[src/sv/tcfs_pkg.sv]
// Shared types and constants of the timed color fade sequencer.
// Used by tcfs_frac_div, timed_color_fade_sequencer and the bench; depends on nothing.
package tcfs_pkg;

    localparam int COLOR_W    = 8;   // color and alpha channel width
    localparam int DUR_W      = 24;  // fade and hold duration register width
    localparam int CFG_IDX_W  = 3;   // register index width
    localparam int CFG_DATA_W = 24;  // widest register
    localparam int FRAC_STEPS = COLOR_W;                 // one alpha bit per step
    localparam int FRAC_CNT_W = $clog2(FRAC_STEPS);

    // Register indexes of the configuration port.
    localparam logic [CFG_IDX_W-1:0] CFG_RED   = 3'd0;
    localparam logic [CFG_IDX_W-1:0] CFG_GREEN = 3'd1;
    localparam logic [CFG_IDX_W-1:0] CFG_BLUE  = 3'd2;
    localparam logic [CFG_IDX_W-1:0] CFG_ALPHA = 3'd3;
    localparam logic [CFG_IDX_W-1:0] CFG_FADE  = 3'd4;
    localparam logic [CFG_IDX_W-1:0] CFG_HOLD  = 3'd5;
    localparam logic [CFG_IDX_W-1:0] CFG_DIR   = 3'd6;

    // Overlay phase, encoded as it appears on the result port.
    typedef enum logic [1:0] {
        PH_IDLE = 2'd0,
        PH_FADE = 2'd1,
        PH_HOLD = 2'd2
    } phase_t;

    // Status returned by the fraction unit.
    typedef struct packed {
        logic busy;
        logic done;
    } div_stat_t;

endpackage

[src/sv/tcfs_frac_div.sv]
// Digit-serial fraction unit: floor(alpha * e / d) with e < d.
// Depends on tcfs_pkg for widths and the status struct.
module tcfs_frac_div #(
    parameter int TIME_BITS = 24
) (
    input  logic                        aclk,
    input  logic                        aresetn,
    input  logic                        start,
    input  logic [tcfs_pkg::COLOR_W-1:0] alpha,
    input  logic [TIME_BITS-1:0]        elapsed,
    input  logic [tcfs_pkg::DUR_W-1:0]  duration,
    output tcfs_pkg::div_stat_t         stat,
    output logic [tcfs_pkg::COLOR_W-1:0] quot
);

    localparam int RW = (TIME_BITS > tcfs_pkg::DUR_W) ? TIME_BITS : tcfs_pkg::DUR_W;
    localparam int TW = RW + 2;

    logic [tcfs_pkg::COLOR_W-1:0]    a_sh_reg, a_sh_next;
    logic [RW-1:0]                   e_reg, e_next;
    logic [RW-1:0]                   d_reg, d_next;
    logic [RW-1:0]                   r_reg, r_next;
    logic [tcfs_pkg::COLOR_W-1:0]    q_reg, q_next;
    logic [tcfs_pkg::FRAC_CNT_W-1:0] cnt_reg, cnt_next;
    logic                            busy_reg, busy_next;
    logic                            done_reg, done_next;

    logic [TW-1:0] t_sum;
    logic [TW-1:0] t_left;
    logic [TW-1:0] d1_w;
    logic [TW-1:0] d2_w;
    logic [1:0]    q_digit;

    // Each step brings in one alpha bit times e; since the remainder stays
    // below d and e < d, the partial sum is below 3d and the quotient digit
    // is 0, 1 or 2.
    always_comb begin
        d1_w    = TW'(d_reg);
        d2_w    = {1'b0, d_reg, 1'b0};
        t_sum   = {1'b0, r_reg, 1'b0} + (a_sh_reg[tcfs_pkg::COLOR_W-1] ? TW'(e_reg) : '0);
        if (t_sum >= d2_w) begin
            t_left  = t_sum - d2_w;
            q_digit = 2'd2;
        end else if (t_sum >= d1_w) begin
            t_left  = t_sum - d1_w;
            q_digit = 2'd1;
        end else begin
            t_left  = t_sum;
            q_digit = 2'd0;
        end

        a_sh_next = a_sh_reg;
        e_next    = e_reg;
        d_next    = d_reg;
        r_next    = r_reg;
        q_next    = q_reg;
        cnt_next  = cnt_reg;
        busy_next = busy_reg;
        done_next = 1'b0;

        if (start) begin
            a_sh_next = alpha;
            e_next    = RW'(elapsed);
            d_next    = RW'(duration);
            r_next    = '0;
            q_next    = '0;
            cnt_next  = '0;
            busy_next = 1'b1;
        end else if (busy_reg) begin
            a_sh_next = {a_sh_reg[tcfs_pkg::COLOR_W-2:0], 1'b0};
            r_next    = t_left[RW-1:0];
            q_next    = {q_reg[tcfs_pkg::COLOR_W-2:0], 1'b0} + tcfs_pkg::COLOR_W'(q_digit);
            cnt_next  = cnt_reg + 1'b1;
            if (cnt_reg == tcfs_pkg::FRAC_CNT_W'(tcfs_pkg::FRAC_STEPS - 1)) begin
                busy_next = 1'b0;
                done_next = 1'b1;
            end
        end
    end

    always_ff @(posedge aclk) begin
        if (!aresetn) begin
            cnt_reg  <= '0;
            busy_reg <= 1'b0;
            done_reg <= 1'b0;
        end else begin
            cnt_reg  <= cnt_next;
            busy_reg <= busy_next;
            done_reg <= done_next;
        end
    end

    always_ff @(posedge aclk) begin
        a_sh_reg <= a_sh_next;
        e_reg    <= e_next;
        d_reg    <= d_next;
        r_reg    <= r_next;
        q_reg    <= q_next;
    end

    assign stat.busy = busy_reg;
    assign stat.done = done_reg;
    assign quot      = q_reg;

endmodule

[src/sv/timed_color_fade_sequencer.sv]
// Top level of the timed color fade sequencer: phase control, registers, result beat.
// Depends on tcfs_pkg and tcfs_frac_div.

// The sequencer walks an overlay color through idle, fading and holding. A
// start beat (mode 0) clears the elapsed time and enters fading; a tick beat
// (mode 1) adds tick_amount to the elapsed time, which saturates at
// 2^TIME_BITS - 1, and moves on to holding or idle when the fade or hold
// duration is reached. Ticks while idle change nothing. Every input beat
// yields exactly one result beat carrying the current phase, the configured
// color (zero while idle) and the interpolated alpha. While fading, alpha is
// floor(color_alpha * elapsed / fade_duration), or color_alpha minus that
// value when fade_in is set; a fade_duration of zero counts as one. The
// fraction comes from a digit-serial unit that consumes one alpha bit per
// cycle. For a beat that ends in the fading phase, the fraction unit loads
// its operands at the accepting edge and takes eight steps; the control then
// sees done, moves to its finishing state and loads the result register.
// Any other beat goes straight to the finishing state. The input opens again
// when the result is loaded; loading waits while an earlier result still
// waits on m_ready. One beat is worked on at a time; the result register
// lets the next input beat be accepted while the previous result still
// waits on m_ready. The registers are read live and may be written only
// while no beat is in flight.
module timed_color_fade_sequencer #(
    parameter int TIME_BITS = 24,
    parameter int STEP_BITS = 16
) (
    input  logic                              aclk,
    input  logic                              aresetn,

    input  logic                              cfg_wr_en,
    input  logic [tcfs_pkg::CFG_IDX_W-1:0]    cfg_index,
    input  logic [tcfs_pkg::CFG_DATA_W-1:0]   cfg_wdata,

    input  logic                              s_valid,
    output logic                              s_ready,
    input  logic                              s_mode,
    input  logic [STEP_BITS-1:0]              s_tick_amount,

    output logic                              m_valid,
    input  logic                              m_ready,
    output logic                              m_active,
    output logic [1:0]                        m_phase,
    output logic [tcfs_pkg::COLOR_W-1:0]      m_out_red,
    output logic [tcfs_pkg::COLOR_W-1:0]      m_out_green,
    output logic [tcfs_pkg::COLOR_W-1:0]      m_out_blue,
    output logic [tcfs_pkg::COLOR_W-1:0]      m_out_alpha
);

    localparam int CMP_W = (TIME_BITS > tcfs_pkg::DUR_W) ? TIME_BITS : tcfs_pkg::DUR_W;
    localparam int SUM_W = ((TIME_BITS > STEP_BITS) ? TIME_BITS : STEP_BITS) + 1;

    // Sequencer control: wait for a beat, run the fraction unit, load the result.
    typedef enum logic [2:0] {
        ST_WAIT = 3'b001,
        ST_CALC = 3'b010,
        ST_FIN  = 3'b100
    } ctl_state_t;

    // Configuration registers.
    logic [tcfs_pkg::COLOR_W-1:0] red_reg;
    logic [tcfs_pkg::COLOR_W-1:0] green_reg;
    logic [tcfs_pkg::COLOR_W-1:0] blue_reg;
    logic [tcfs_pkg::COLOR_W-1:0] alpha_reg;
    logic [tcfs_pkg::DUR_W-1:0]   fade_reg;
    logic [tcfs_pkg::DUR_W-1:0]   hold_reg;
    logic                         dir_reg;

    // Architectural state.
    tcfs_pkg::phase_t     phase_reg, phase_next;
    logic [TIME_BITS-1:0] elapsed_reg, elapsed_next;
    ctl_state_t           st_reg, st_next;
    logic [tcfs_pkg::COLOR_W-1:0] alpha_lat_reg;

    // Result register.
    logic                         m_valid_reg;
    tcfs_pkg::phase_t             m_phase_reg;
    logic [tcfs_pkg::COLOR_W-1:0] m_red_reg, m_green_reg, m_blue_reg, m_alpha_reg;

    logic                         in_beat;
    logic                         load_out;
    logic [tcfs_pkg::DUR_W-1:0]   dur_eff;
    logic [SUM_W-1:0]             tick_sum;
    logic [TIME_BITS-1:0]         tick_sat;
    logic                         div_start;
    tcfs_pkg::div_stat_t          div_stat;
    logic [tcfs_pkg::COLOR_W-1:0] div_quot;
    logic [tcfs_pkg::COLOR_W-1:0] alpha_res;

    assign s_ready  = (st_reg == ST_WAIT);
    assign in_beat  = s_valid && s_ready;
    assign load_out = (st_reg == ST_FIN) && (!m_valid_reg || m_ready);

    // A zero fade duration behaves as one tick.
    assign dur_eff = (fade_reg == '0) ? tcfs_pkg::DUR_W'(1) : fade_reg;

    // Phase and elapsed-time update for the beat being accepted.
    always_comb begin
        tick_sum     = SUM_W'(elapsed_reg) + SUM_W'(s_tick_amount);
        tick_sat     = (|tick_sum[SUM_W-1:TIME_BITS]) ? '1 : tick_sum[TIME_BITS-1:0];
        phase_next   = phase_reg;
        elapsed_next = elapsed_reg;
        if (!s_mode) begin
            phase_next   = tcfs_pkg::PH_FADE;
            elapsed_next = '0;
        end else if (phase_reg == tcfs_pkg::PH_FADE) begin
            elapsed_next = tick_sat;
            if (CMP_W'(tick_sat) >= CMP_W'(dur_eff)) begin
                elapsed_next = '0;
                phase_next   = (hold_reg != '0) ? tcfs_pkg::PH_HOLD : tcfs_pkg::PH_IDLE;
            end
        end else if (phase_reg == tcfs_pkg::PH_HOLD) begin
            elapsed_next = tick_sat;
            if (CMP_W'(tick_sat) >= CMP_W'(hold_reg)) begin
                elapsed_next = '0;
                phase_next   = tcfs_pkg::PH_IDLE;
            end
        end
    end

    // The fraction unit starts on the beat itself with the updated elapsed time.
    assign div_start = in_beat && (phase_next == tcfs_pkg::PH_FADE);

    tcfs_frac_div #(
        .TIME_BITS(TIME_BITS)
    ) u_frac (
        .aclk    (aclk),
        .aresetn (aresetn),
        .start   (div_start),
        .alpha   (alpha_reg),
        .elapsed (elapsed_next),
        .duration(dur_eff),
        .stat    (div_stat),
        .quot    (div_quot)
    );

    always_comb begin
        st_next = st_reg;
        unique case (st_reg)
            ST_WAIT: begin
                if (in_beat) begin
                    st_next = div_start ? ST_CALC : ST_FIN;
                end
            end
            ST_CALC: begin
                if (div_stat.done) begin
                    st_next = ST_FIN;
                end
            end
            ST_FIN: begin
                if (load_out) begin
                    st_next = ST_WAIT;
                end
            end
            default: begin
                st_next = ST_WAIT;
            end
        endcase
    end

    // The quotient is held in the fraction unit until the next start.
    always_comb begin
        case (phase_reg)
            tcfs_pkg::PH_FADE: alpha_res = dir_reg ? (alpha_lat_reg - div_quot) : div_quot;
            tcfs_pkg::PH_HOLD: alpha_res = alpha_lat_reg;
            default:           alpha_res = '0;
        endcase
    end

    always_ff @(posedge aclk) begin
        if (!aresetn) begin
            red_reg     <= '0;
            green_reg   <= '0;
            blue_reg    <= '0;
            alpha_reg   <= '0;
            fade_reg    <= tcfs_pkg::DUR_W'(1);
            hold_reg    <= '0;
            dir_reg     <= 1'b0;
            phase_reg   <= tcfs_pkg::PH_IDLE;
            elapsed_reg <= '0;
            st_reg      <= ST_WAIT;
            m_valid_reg <= 1'b0;
        end else begin
            if (cfg_wr_en) begin
                unique case (cfg_index)
                    tcfs_pkg::CFG_RED:   red_reg   <= cfg_wdata[tcfs_pkg::COLOR_W-1:0];
                    tcfs_pkg::CFG_GREEN: green_reg <= cfg_wdata[tcfs_pkg::COLOR_W-1:0];
                    tcfs_pkg::CFG_BLUE:  blue_reg  <= cfg_wdata[tcfs_pkg::COLOR_W-1:0];
                    tcfs_pkg::CFG_ALPHA: alpha_reg <= cfg_wdata[tcfs_pkg::COLOR_W-1:0];
                    tcfs_pkg::CFG_FADE:  fade_reg  <= cfg_wdata[tcfs_pkg::DUR_W-1:0];
                    tcfs_pkg::CFG_HOLD:  hold_reg  <= cfg_wdata[tcfs_pkg::DUR_W-1:0];
                    tcfs_pkg::CFG_DIR:   dir_reg   <= cfg_wdata[0];
                    default: begin
                    end
                endcase
            end
            if (in_beat) begin
                phase_reg   <= phase_next;
                elapsed_reg <= elapsed_next;
            end
            st_reg <= st_next;
            if (load_out) begin
                m_valid_reg <= 1'b1;
            end else if (m_ready) begin
                m_valid_reg <= 1'b0;
            end
        end
    end

    always_ff @(posedge aclk) begin
        if (in_beat) begin
            alpha_lat_reg <= alpha_reg;
        end
        if (load_out) begin
            m_phase_reg <= phase_reg;
            m_alpha_reg <= alpha_res;
            if (phase_reg == tcfs_pkg::PH_IDLE) begin
                m_red_reg   <= '0;
                m_green_reg <= '0;
                m_blue_reg  <= '0;
            end else begin
                m_red_reg   <= red_reg;
                m_green_reg <= green_reg;
                m_blue_reg  <= blue_reg;
            end
        end
    end

    assign m_valid     = m_valid_reg;
    assign m_phase     = m_phase_reg;
    assign m_active    = (m_phase_reg != tcfs_pkg::PH_IDLE);
    assign m_out_red   = m_red_reg;
    assign m_out_green = m_green_reg;
    assign m_out_blue  = m_blue_reg;
    assign m_out_alpha = m_alpha_reg;

    // Elapsed time is always cleared on the way back to idle.
    a_idle_clear: assert property (@(posedge aclk) disable iff (!aresetn)
        (phase_reg == tcfs_pkg::PH_IDLE) |-> (elapsed_reg == '0))
        else $error("elapsed time not cleared in idle");

    // The fraction unit only runs while the control waits for it.
    a_busy_calc: assert property (@(posedge aclk) disable iff (!aresetn)
        div_stat.busy |-> (st_reg == ST_CALC))
        else $error("fraction unit busy outside the calculation state");

    // The fade fraction never exceeds the full alpha it scales.
    a_frac_range: assert property (@(posedge aclk) disable iff (!aresetn)
        ((st_reg == ST_CALC) && div_stat.done) |-> (div_quot <= alpha_lat_reg))
        else $error("fade fraction above full alpha");

    // A result only appears after the finishing state.
    a_out_order: assert property (@(posedge aclk) disable iff (!aresetn)
        $rose(m_valid) |-> $past(st_reg == ST_FIN))
        else $error("result raised outside the finishing state");

    // An idle result carries no color.
    a_idle_out: assert property (@(posedge aclk) disable iff (!aresetn)
        (m_valid && !m_active) |->
            (m_out_red == '0 && m_out_green == '0 && m_out_blue == '0 && m_out_alpha == '0))
        else $error("idle result carries color");

endmodule

[config.mk]
export PLATFORM = sky130hd
export DESIGN_NAME = timed_color_fade_sequencer
export DESIGN_NICKNAME = d
export VERILOG_FILES = /design/src/sv/tcfs_pkg.sv /design/src/sv/tcfs_frac_div.sv /design/src/sv/timed_color_fade_sequencer.sv
export SDC_FILE = /design/constraint.sdc
export NUM_CORES = 1
export LEC_CHECK = 0
export ABC_AREA = 1
export BUFFER_PORTS_ARGS = -buffer_cell sky130_fd_sc_hd__buf_2
export CAP_MARGIN = 20
export CORE_MARGIN = 3
export CORE_UTILIZATION = 35
export DETAILED_ROUTE_END_ITERATION = 8
export GPL_TIMING_DRIVEN = 0
export SLEW_MARGIN = 10
export SYNTH_ARGS = -nofsm -noshare
export SYNTH_HDL_FRONTEND = slang
export SYNTH_SLANG_ARGS = --single-unit
[constraint.sdc]
create_clock -name aclk -period 11.8 [get_ports aclk]
set_clock_uncertainty 0.1 [all_clocks]
set_input_delay 0.59 -clock aclk [delete_from_list [all_inputs] [get_ports aclk]]
set_output_delay 0.59 -clock aclk [all_outputs]
set_load 0.005 [all_outputs]
==> results of run 1 <==
## kinds of logic after synthesis
kind of cell / synth area share
and+or+nand+nor: 0.264
buffers and inverters: 0.109
AOI/OAI and AO/OA: 0.144
DFF: 0.338
adders and majority gates: 0.112
xor gates and xnor gates: 0.0326
## worst reg2reg max path, delay by kind of cell, from the launching register on
kind	cells	cell delay (ps)
simple gates	18	1900
fa+ha+maj	5	1200
flops	1	420
compound gates	3	810
xor+xnor	2	650
buf+inv	5	730
## cell type report
type                       count  area, um^2
clock buffer                  38         781
fill                        5132       29400
sequential                   246        5910
timing repair buffer          90         485
tap                          664         831
inverter                     394        1480
clock inverter                16         211
buffer                        93         430
multi-input combinational   1766        9680
## layer usage
layer,up-vias,GRT usage,share of wire
met5,-,0,0
met4,0,0.0775,0.040
met3,109,0.0226,0.049
met2,457,0.345,0.45
met1,7536,0.282,0.46
li1,8385,-,-
## synthesized netlist by cell type, types with 34 or more instances
library cell / count / share of area
or2_2: 34 / 0.012
nand2_1: 635 / 0.14
ha_1: 149 / 0.11
a21oi_1: 248 / 0.071
nand3_1: 158 / 0.045
o21ai_0: 177 / 0.051
xor2_1: 44 / 0.022
nand4_1: 41 / 0.015
nor2_1: 135 / 0.029
edfxtp_1: 98 / 0.17
inv_1: 386 / 0.083
clkbuf_1: 70 / 0.015
dfxtp_1: 148 / 0.17
## where the power goes
part | switching (W) | total, W | internal [W] | leakage (nW)
sequential | 0.0000892 | 0.00112 | 0.00103 | 2.14
combinational | 0.00236 | 0.00355 | 0.00120 | 7.04
clock | 0.000377 | 0.000936 | 0.000559 | 0.472
## worst max-delay path by stage
stage | start | endpoint | slack (ps)
after global routing | u_frac.a_sh_reg[7] | u_frac.quot[7] | 5330
after floorplan | s_tick_amount[0] | u_frac.d_reg[0] | 6880
after CTS | u_frac.a_sh_reg[7] | u_frac.quot[7] | 5960
after global placement | s_tick_amount[0] | u_frac.d_reg[14] | 5190
final | u_frac.a_sh_reg[7] | u_frac.quot[7] | 5900
after detailed placement | s_tick_amount[0] | u_frac.d_reg[12] | 5970
## cells in the final DEF, fill, tap and decap left out, drive strengths merged
| cell type | instances |
|---|---|
| a21boi | 3 |
| a21o | 12 |
| a21oi | 251 |
| a31o | 1 |
| a31oi | 3 |
| and2 | 4 |
| buf | 113 |
| bufinv | 4 |
| clkbuf | 108 |
| clkinv | 7 |
| clkinvlp | 3 |
| dfxtp | 148 |
| edfxtp | 98 |
| fa | 5 |
| ha | 149 |
| inv | 396 |
| nand2 | 649 |
| nand3 | 161 |
| nand3b | 1 |
| nand4 | 43 |
| nor2 | 143 |
| nor3 | 27 |
| nor4 | 8 |
| o211ai | 2 |
| o21a | 7 |
| o21ai | 186 |
| o21bai | 7 |
| o221ai | 1 |
| o311a | 1 |
| o311ai | 2 |
| or2 | 35 |
| xnor2 | 21 |
| xor2 | 44 |
## through the flow
stage	total power [W]	utilization	cell area [um^2]	instances
after global placement	0.00461	0.381	18700	3247
after global routing	0.00612	0.403	19800	3307
after CTS	0.00560	0.403	19800	3307
after detailed placement	0.00464	0.383	18800	3253
after floorplan	0.00366	-	17500	2499
final	0.00561	0.403	19800	3307
==> summary.md, run 1 <==
| Metric | Value |
|---|---|
| Status | complete, no violations |
| Avg Inst Size Synth | 7.00 um^2 |
| Area growth from synthesis to layout | 13.2% |
| Worst setup path class | reg2reg |
| Hold Path End | m_valid |
| Ports | 86 |
| Final min period | about 5900 ps |
| DR vias | 16.5k |
| Slew margin rel. | 0.254 |
| Fin nets | around 2.8k |
| Crit. End Element | register |
| Total track usage | 0.209 |
| Worst path max stage delay | roughly 530 ps |
| Synth cell types | 49 |
| Bufs and invs on worst path | 5 |
| Cell mode on critical path | nand2_1 |
| Fmax achieved | ~170 MHz |
| Worst Hold Class | in2reg |
| Clk slew on worst S/H paths | 60 ps |
| Pre-CTS setup slack | 5970 ps |
| Clock Latency Late Sink | 570 ps |
| First-pass GRT wire length | 87,000 um |
| Rows | between 80 and 90 |
| Worst r2r path cells | 33 |
| Crit path depth | 33 |
| Worst R2R End | u_frac.quot[7] |
| Starting Density | 0.356 |
| Die Ht | 230 um |
| Worst path arrival time | 6270 ps |
| Routability congestion estimate | between 0.9 and 1 |
| Port Buffer Count | 84 |
| WHS | 247 ps |
| Post-route ant nets | 0 |
| Total of max-cap violations | 0 |
| Peak VDD IR | 128 uV |
| Initial antenna violation count | 0 |
| FFs w/ async S/R, synth | 0 |
| Worst r2r src | u_frac.a_sh_reg[7] |
| Yosys warns | 0 |
| Slowest-stage cell, CP | o21ai_0 |
| Fin crit share | 0.500 |
| Measured slew at the worst slew-check pin | 1110 ps |
| Die area | approximately 53,000 um^2 |
| RSZ-0062 raised after global routing | false |
| Final setup fails | 0 |
| Leak | 9.65 nW |
| Cts hold-fix bufs | 0 |
| Max clock buf depth | 3 |
| CTS tree | built |
| Hold path startpoint | m_ready |
| Post-synthesis net count | 2,702 |
| H-tree depth | 1 |
| TritonCTS Buffers | 29 |
| Clock root buffer | clkbuf_16 |
| Core box area | slightly below 50,000 um^2 |
| Post-Syn Area | 17,500 um^2 |
| DR pass1 iterations | 6 |
| CTS-repair resized insts | 0 |
| Vias in the first global route | roughly 16k |
| CP startpoint kind | register |
| Hold Path Stages | 4 |
| Die width | 230 um |
| Top cell family by delay on the critical path | simple AND/OR/NAND/NOR gates |
| DRC | 0 |
| Final Hold Viols | 0 |
| Fin. max-slew vios | 0 |
| CTS sink cnt | 246 |
| WP data required | between 10,000 and 15,000 ps |
| Max FO, Critical Path | 10 |
| PD cells | 283 nW/um^2 |
| DR vias/cell | 4.99 |
| Final WL | 56,500 um |
| GRT overflow | 0 |
| ANT cells | 0 |
| Setup TNS | 0 ps |
| Half-perimeter wire length after detailed placement | approximately 46,000 um |
| Share of layout cells above drive strength 1 | 0.0893 |
| Seq cells post-synth | 246 |
| Final worst slack | ~5900 ps |
| EDFF count, synth | 98 |
| DRT iter0 DRCs | 1,336 |
| Top_reg_cell synth | dfxtp_1 |
| R2r setup slk | 5900 ps |
| Per-cell routed wire length | 17.1 um |
| Post-synthesis sequential area ratio | 0.338 |
| Post-CTS Setup Inserts | 0 |
| Largest net degree at the start of global routing | just over 40 |
| Cells after Synth | about 2.5k |
(Power assumes the default switching activity.)
==> inputs of run 2 (changes only) <==
==> constraint.sdc (replaced) <==
create_clock -name aclk -period 5.8 [get_ports aclk]
set_clock_uncertainty 0.1 [all_clocks]
set_input_delay 0.29 -clock aclk [delete_from_list [all_inputs] [get_ports aclk]]
set_output_delay 0.29 -clock aclk [all_outputs]
set_load 0.005 [all_outputs]
==> run 2 against run 1 <==
Flip-flop and latch count unchanged. Largest cell class unchanged. Design area up 1.2%. Core utilization up 0.49 points. Critical path type unchanged. Critical endpoint unchanged. Power up 100%. Worst hold slack worse by 210 ps.
==> summary.md, run 2 (synthesized netlist as in run 1, its figures left out) <==
| Metric | Value |
|---|---|
| Peak VDD IR | roughly 260 uV |
| CTS sink cnt | 246 |
| Starting Density | 0.356 |
| DRT iter0 DRCs | 1,367 |
| Max FO, Critical Path | 10 |
| DR vias | around 17k |
| Per-cell routed wire length | 17.0 um |
| Clock Latency Late Sink | 580 ps |
| Slew margin rel. | 0.275 |
| Routability congestion estimate | 0.940 |
| RSZ-0062 raised after global routing | false |
| Area growth from synthesis to layout | 14.6% |
| Final Hold Viols | 0 |
| CP startpoint kind | register |
| Status | complete, no violations |
| Worst r2r src | u_frac.a_sh_reg[7] |
| Total of max-cap violations | 0 |
| Largest net degree at the start of global routing | 41 |
| Fin crit share | 0.916 |
| Rows | between 80 and 90 |
| Leak | 9.76 nW |
| DRC | 0 |
| Bufs and invs on worst path | 5 |
| Worst path arrival time | about 5700 ps |
| Worst setup startpoint | u_frac.a_sh_reg[7] |
| Core box area | 49,200 um^2 |
| Post-route ant nets | 0 |
| Most common cell after layout, fill and taps aside | nand2_1 |
| Cell mode on critical path | nand2_1 |
| Commonest non-fill, non-tap cells in the layout | nand2_1, inv_1, a21oi_1, o21ai_0, nand3_1 |
| WHS | around 36 ps |
| ANT cells | 0 |
| Final WL | 56,700 um |
| Pre-CTS setup slack | -2.21 ps |
| First-pass GRT wire length | between 80,000 and 90,000 um |
| Ports | 86 |
| Half-perimeter wire length after detailed placement | 45,700 um |
| Crit. End Element | register |
| Clk slew on worst S/H paths | 60 ps |
| Total track usage | 0.209 |
| Share of layout cells above drive strength 1 | 0.0932 |
| WP data required | between 6000 and 7000 ps |
| DR vias/cell | 4.99 |
| Fmax achieved | around 190 MHz |
| CTS tree | built |
| Final core area utilization | 0.408 |
| Clock root buffer | clkbuf_16 |
| Worst Hold Class | in2reg |
| Setup TNS | 0 ps |
| Initial antenna violation count | 0 |
| Fin. max-slew vios | 0 |
| Fin nets | about 2.8k |
| Die area | 52,700 um^2 |
| Total power | 0.0115 W |
| Worst setup path class | reg2reg |
| Die Ht | between 200 and 250 um |
| Port Buffer Count | 84 |
| Worst path max stage delay | around 450 ps |
| H-tree depth | 1 |
| DR pass1 iterations | 5 |
| Vias in the first global route | 15.9k |
| Final min period | 5310 ps |
| Max clock buf depth | 3 |
| GRT overflow | 0 |
| Filler Cells Inserted | 5,119 |
| Measured slew at the worst slew-check pin | 1080 ps |
| PD cells | 573 nW/um^2 |
| Hold path startpoint | aresetn |
| Final worst slack | just under 500 ps |
| TritonCTS Buffers | 29 |
| Slowest-stage cell, CP | edfxtp_1 |
| Top cell family by delay on the critical path | simple AND/OR/NAND/NOR gates |
| Die width | 230 um |
| Final setup fails | 0 |
[run 2: cell count changes in the layout (fill, tap and decap cells not counted), sizes merged]
cell,before,now
buf,113,114
dlygate4sd3,0,18
[run 2: power by group]
group          internal, W  switching (W)  leakage, nW
Combinational      0.00248        0.00481         7.16
Clock              0.00114       0.000769        0.472
Sequential         0.00210       0.000182         2.14
[run 2: stage by stage]
stage	cell area, um^2	cells
2_1_floorplan	17500	2499
3_3_place_gp	18700	3247
3_5_place_dp	18800	3253
4_1_cts	20000	3325
5_1_grt	20000	3326
6_report	20000	3326
[run 2: area by class of cell]
| type | instances | area, um^2 | share of cell area |
|---|---|---|---|
| repair buffers | 109 | 673 | 0.0336 |
| well taps | 664 | 831 | 0.0415 |
| multi-input cells | 1766 | 9730 | 0.485 |
| inverters | 394 | 1480 | 0.0738 |
| plain buffers | 93 | 433 | 0.0216 |
| clock buffers | 38 | 781 | 0.0390 |
| clock inverters | 16 | 211 | 0.0106 |
| flip-flops and latches | 246 | 5910 | 0.295 |
[run 2: worst paths after layout]
kind | end | slack, ps | cells past startpoint
max | u_frac.quot[7] | 490 | 33
min | fade_reg[14] | 40 | 3
max reg2reg | u_frac.quot[7] | 490 | 33
min reg2reg | alpha_lat_reg[2] | 340 | 0
[run 2: worst min-delay path: cells and delay by family]
kind / cells / cell delay [ps]
compound gates: 2 / 160
buf+inv: 1 / 190
[run 2: timing repair]
action / CTS / global route
hold buffers: 18 / 0
buffers inserted: 0 / 1
pin swaps: 0 / 1
resized for setup: 1 / 15
hold endpoints to repair: 30 / 0
endpoints found under the setup margin: 1 / 45
[run 2: per-layer routing]
metal | wire length, um | track usage | vias up
li1 | - | - | 8420
met1 | 26000 | 0.282 | 7598
met2 | 25600 | 0.347 | 468
met3 | 2890 | 0.0226 | 100
met4 | 2240 | 0.0765 | 0
met5 | 0 | 0 | -
==> inputs of run 3 (changes only) <==
--- a/config.mk
+++ b/config.mk
@@ -12,6 +12,7 @@
 export CORE_UTILIZATION = 35
 export DETAILED_ROUTE_END_ITERATION = 8
 export GPL_TIMING_DRIVEN = 0
+export RECOVER_POWER = 100
 export SLEW_MARGIN = 10
 export SYNTH_ARGS = -nofsm -noshare
 export SYNTH_HDL_FRONTEND = slang
==> constraint.sdc (replaced) <==
create_clock -name aclk -period 5.8 [get_ports aclk]
set_clock_uncertainty 0.1 [all_clocks]
set_input_delay 0.29 -clock aclk [delete_from_list [all_inputs] [get_ports aclk]]
set_output_delay 0.29 -clock aclk [all_outputs]
set_load 0.01 [all_outputs]
==> run 3 against run 2 <==
The flow now finishes with violations (capacitance limit, slew limit). Global-route usage is the same. First-iteration DRC count grew 5.5%. Power shrank 0.21%. Worst hold slack gained 4.3 ps. Die area is the same. Register-to-register slack lost 30 ps. Non-clock buffer count is the same. Sequential share of layout area grew 0.16 points. Setup slack lost 35 ps. Design area shrank 0.56%.
==> summary.md, run 3 (synthesized netlist as in run 1, its figures left out) <==
| Metric | Value |
|---|---|
| Crit path depth | 27 |
| Pre-CTS setup slack | -2.21 ps |
| GRT overflow | 0 |
| DR pass1 iterations | 6 |
| Largest net degree at the start of global routing | 41 |
| Most common cell after layout, fill and taps aside | nand2_1 |
| Per-cell routed wire length | around 17 um |
| CTS sink cnt | between 200 and 250 |
| Total power | 0.0114 W |
| Worst R2R End | u_frac.d_reg[14] |
| Bufs and invs on worst path | 5 |
| Half-perimeter wire length after detailed placement | around 46,000 um |
| Fin. max-slew vios | 11 |
| Die area | 52,700 um^2 |
| Slew margin rel. | -0.214 |
| Vias in the first global route | 15.9k |
| Worst setup startpoint | elapsed_reg[0] |
| Final setup fails | 0 |
| Core box area | 49,200 um^2 |
| Routability congestion estimate | 0.940 |
| Initial antenna violation count | 0 |
| Clock Latency Late Sink | slightly below 600 ps |
| Commonest non-fill, non-tap cells in the layout | nand2_1, inv_1, a21oi_1, o21ai_0, nand3_1 |
| Leak | 9.61 nW |
| Final worst slack | 454 ps |
| Worst path arrival time | 5490 ps |
| Cell mode on critical path | nand2_1 |
| Die width | 230 um |
| ANT cells | 0 |
| DR vias/cell | 4.99 |
| First-pass GRT wire length | 87,300 um |
| CP startpoint kind | register |
| Max FO, Critical Path | 40 |
| RSZ-0062 raised after global routing | false |
| DRT iter0 DRCs | between 1k and 1.5k |
| Critical path capture point | u_frac.d_reg[14] |
| Fmax achieved | 187 MHz |
| Measured slew at the worst slew-check pin | 1800 ps |
| Fin nets | around 2.8k |
| R2r setup slk | 450 ps |
| Port Buffer Count | 84 |
| Ports | 86 |
| Final Hold Viols | 0 |
| DR vias | 16.6k |
| Total of max-cap violations | 1 |
| Worst setup path class | reg2reg |
| Area growth from synthesis to layout | 14.0% |
| Worst Hold Class | in2reg |
| Die Ht | 230 um |
| Crit. End Element | register |
| Hold Path Stages | 3 |
| Worst path max stage delay | 420 ps |
| Worst r2r src | elapsed_reg[0] |
| Final min period | around 5300 ps |
| Post-route ant nets | 0 |
| Starting Density | 0.356 |
| Fin crit share | 0.922 |
| WP data required | 5940 ps |
| Status | complete, but fails checks |
| TritonCTS Buffers | 29 |
| Clk slew on worst S/H paths | around 60 ps |
| Max clock buf depth | 3 |
| H-tree depth | 1 |
| Slowest-stage cell, CP | ha_1 |
| CTS tree | built |
| Final WL | 56,700 um |
| Share of layout cells above drive strength 1 | 0.0721 |
| DRC | 0 |
| Worst r2r path cells | 27 |
| Peak VDD IR | 260 uV |
| Rows | 81 |
| Total track usage | 0.209 |
| PD cells | 575 nW/um^2 |
| Clock root buffer | clkbuf_16 |
| Top cell family by delay on the critical path | simple AND/OR/NAND/NOR gates |
| Failing checks | capacitance limit, slew limit |
==> run 3: power by group <==
part           total, W  leakage [nW]  internal (W)  switching (W)
registers       0.00228          2.14       0.00210       0.000182
clock network   0.00190         0.472       0.00114       0.000768
logic           0.00727          7.00       0.00246        0.00481
==> run 3: worst min path at each step <==
stage                       from                to  slack, ps
finish                   aresetn      fade_reg[14]         40
global route             aresetn      fade_reg[18]         40
CTS                      aresetn      fade_reg[13]          2
detailed placement  alpha_reg[6]  alpha_lat_reg[6]        320
global placement    alpha_reg[1]  alpha_lat_reg[1]        320
floorplan           alpha_reg[0]  alpha_lat_reg[0]        310
==> run 3: stage by stage <==
step	hold WS [ps]	setup TNS, ps	instance area, um^2	utilization	cells
floorplan	308	0	17500	-	2499
global placement	322	-28210	18700	0.381	3247
detailed placement	323	-2.21	18800	0.383	3253
CTS	1.69	0	20000	0.407	3325
global route	44.7	0	19900	0.405	3326
finish	40.2	0	19900	0.405	3326
==> run 3: per-layer routing <==
| metal | global-route usage | share of wire | up-vias |
|---|---|---|---|
| li1 | - | - | 8417 |
| met1 | 0.282 | 0.46 | 7613 |
| met2 | 0.347 | 0.45 | 469 |
| met3 | 0.0226 | 0.051 | 97 |
| met4 | 0.0765 | 0.039 | 0 |
| met5 | 0 | 0 | - |
==> run 3: worst register-to-register path, delay by kind of cell, from the launching register on <==
family	cells	cell delay (ps)
buffers and inverters	5	1090
AO/OA/AOI/OAI	2	280
adder cells (fa/ha/maj)	3	1030
flip-flops	1	340
AND/OR/NAND/NOR	17	2150
==> run 3: layout make-up <==
cell class / instances / area [um^2]
Clock inverter: 16 / 211
Fill cell: 5169 / 29200
Sequential cell: 246 / 5910
Timing Repair Buffer: 109 / 597
Inverter: 394 / 1480
Multi-Input combinational cell: 1766 / 9700
Buffer: 93 / 424
Tap cell: 664 / 831
Clock buffer: 38 / 781
==> run 3: what timing repair did <==
action / in CTS / in global routing
hold buffers: 18 / 0
pin swaps: 0 / 1
hold endpoints to repair: 30 / 0
setup endpoints to repair: 1 / 45
buffers inserted: 0 / 1
gates resized for setup: 1 / 15
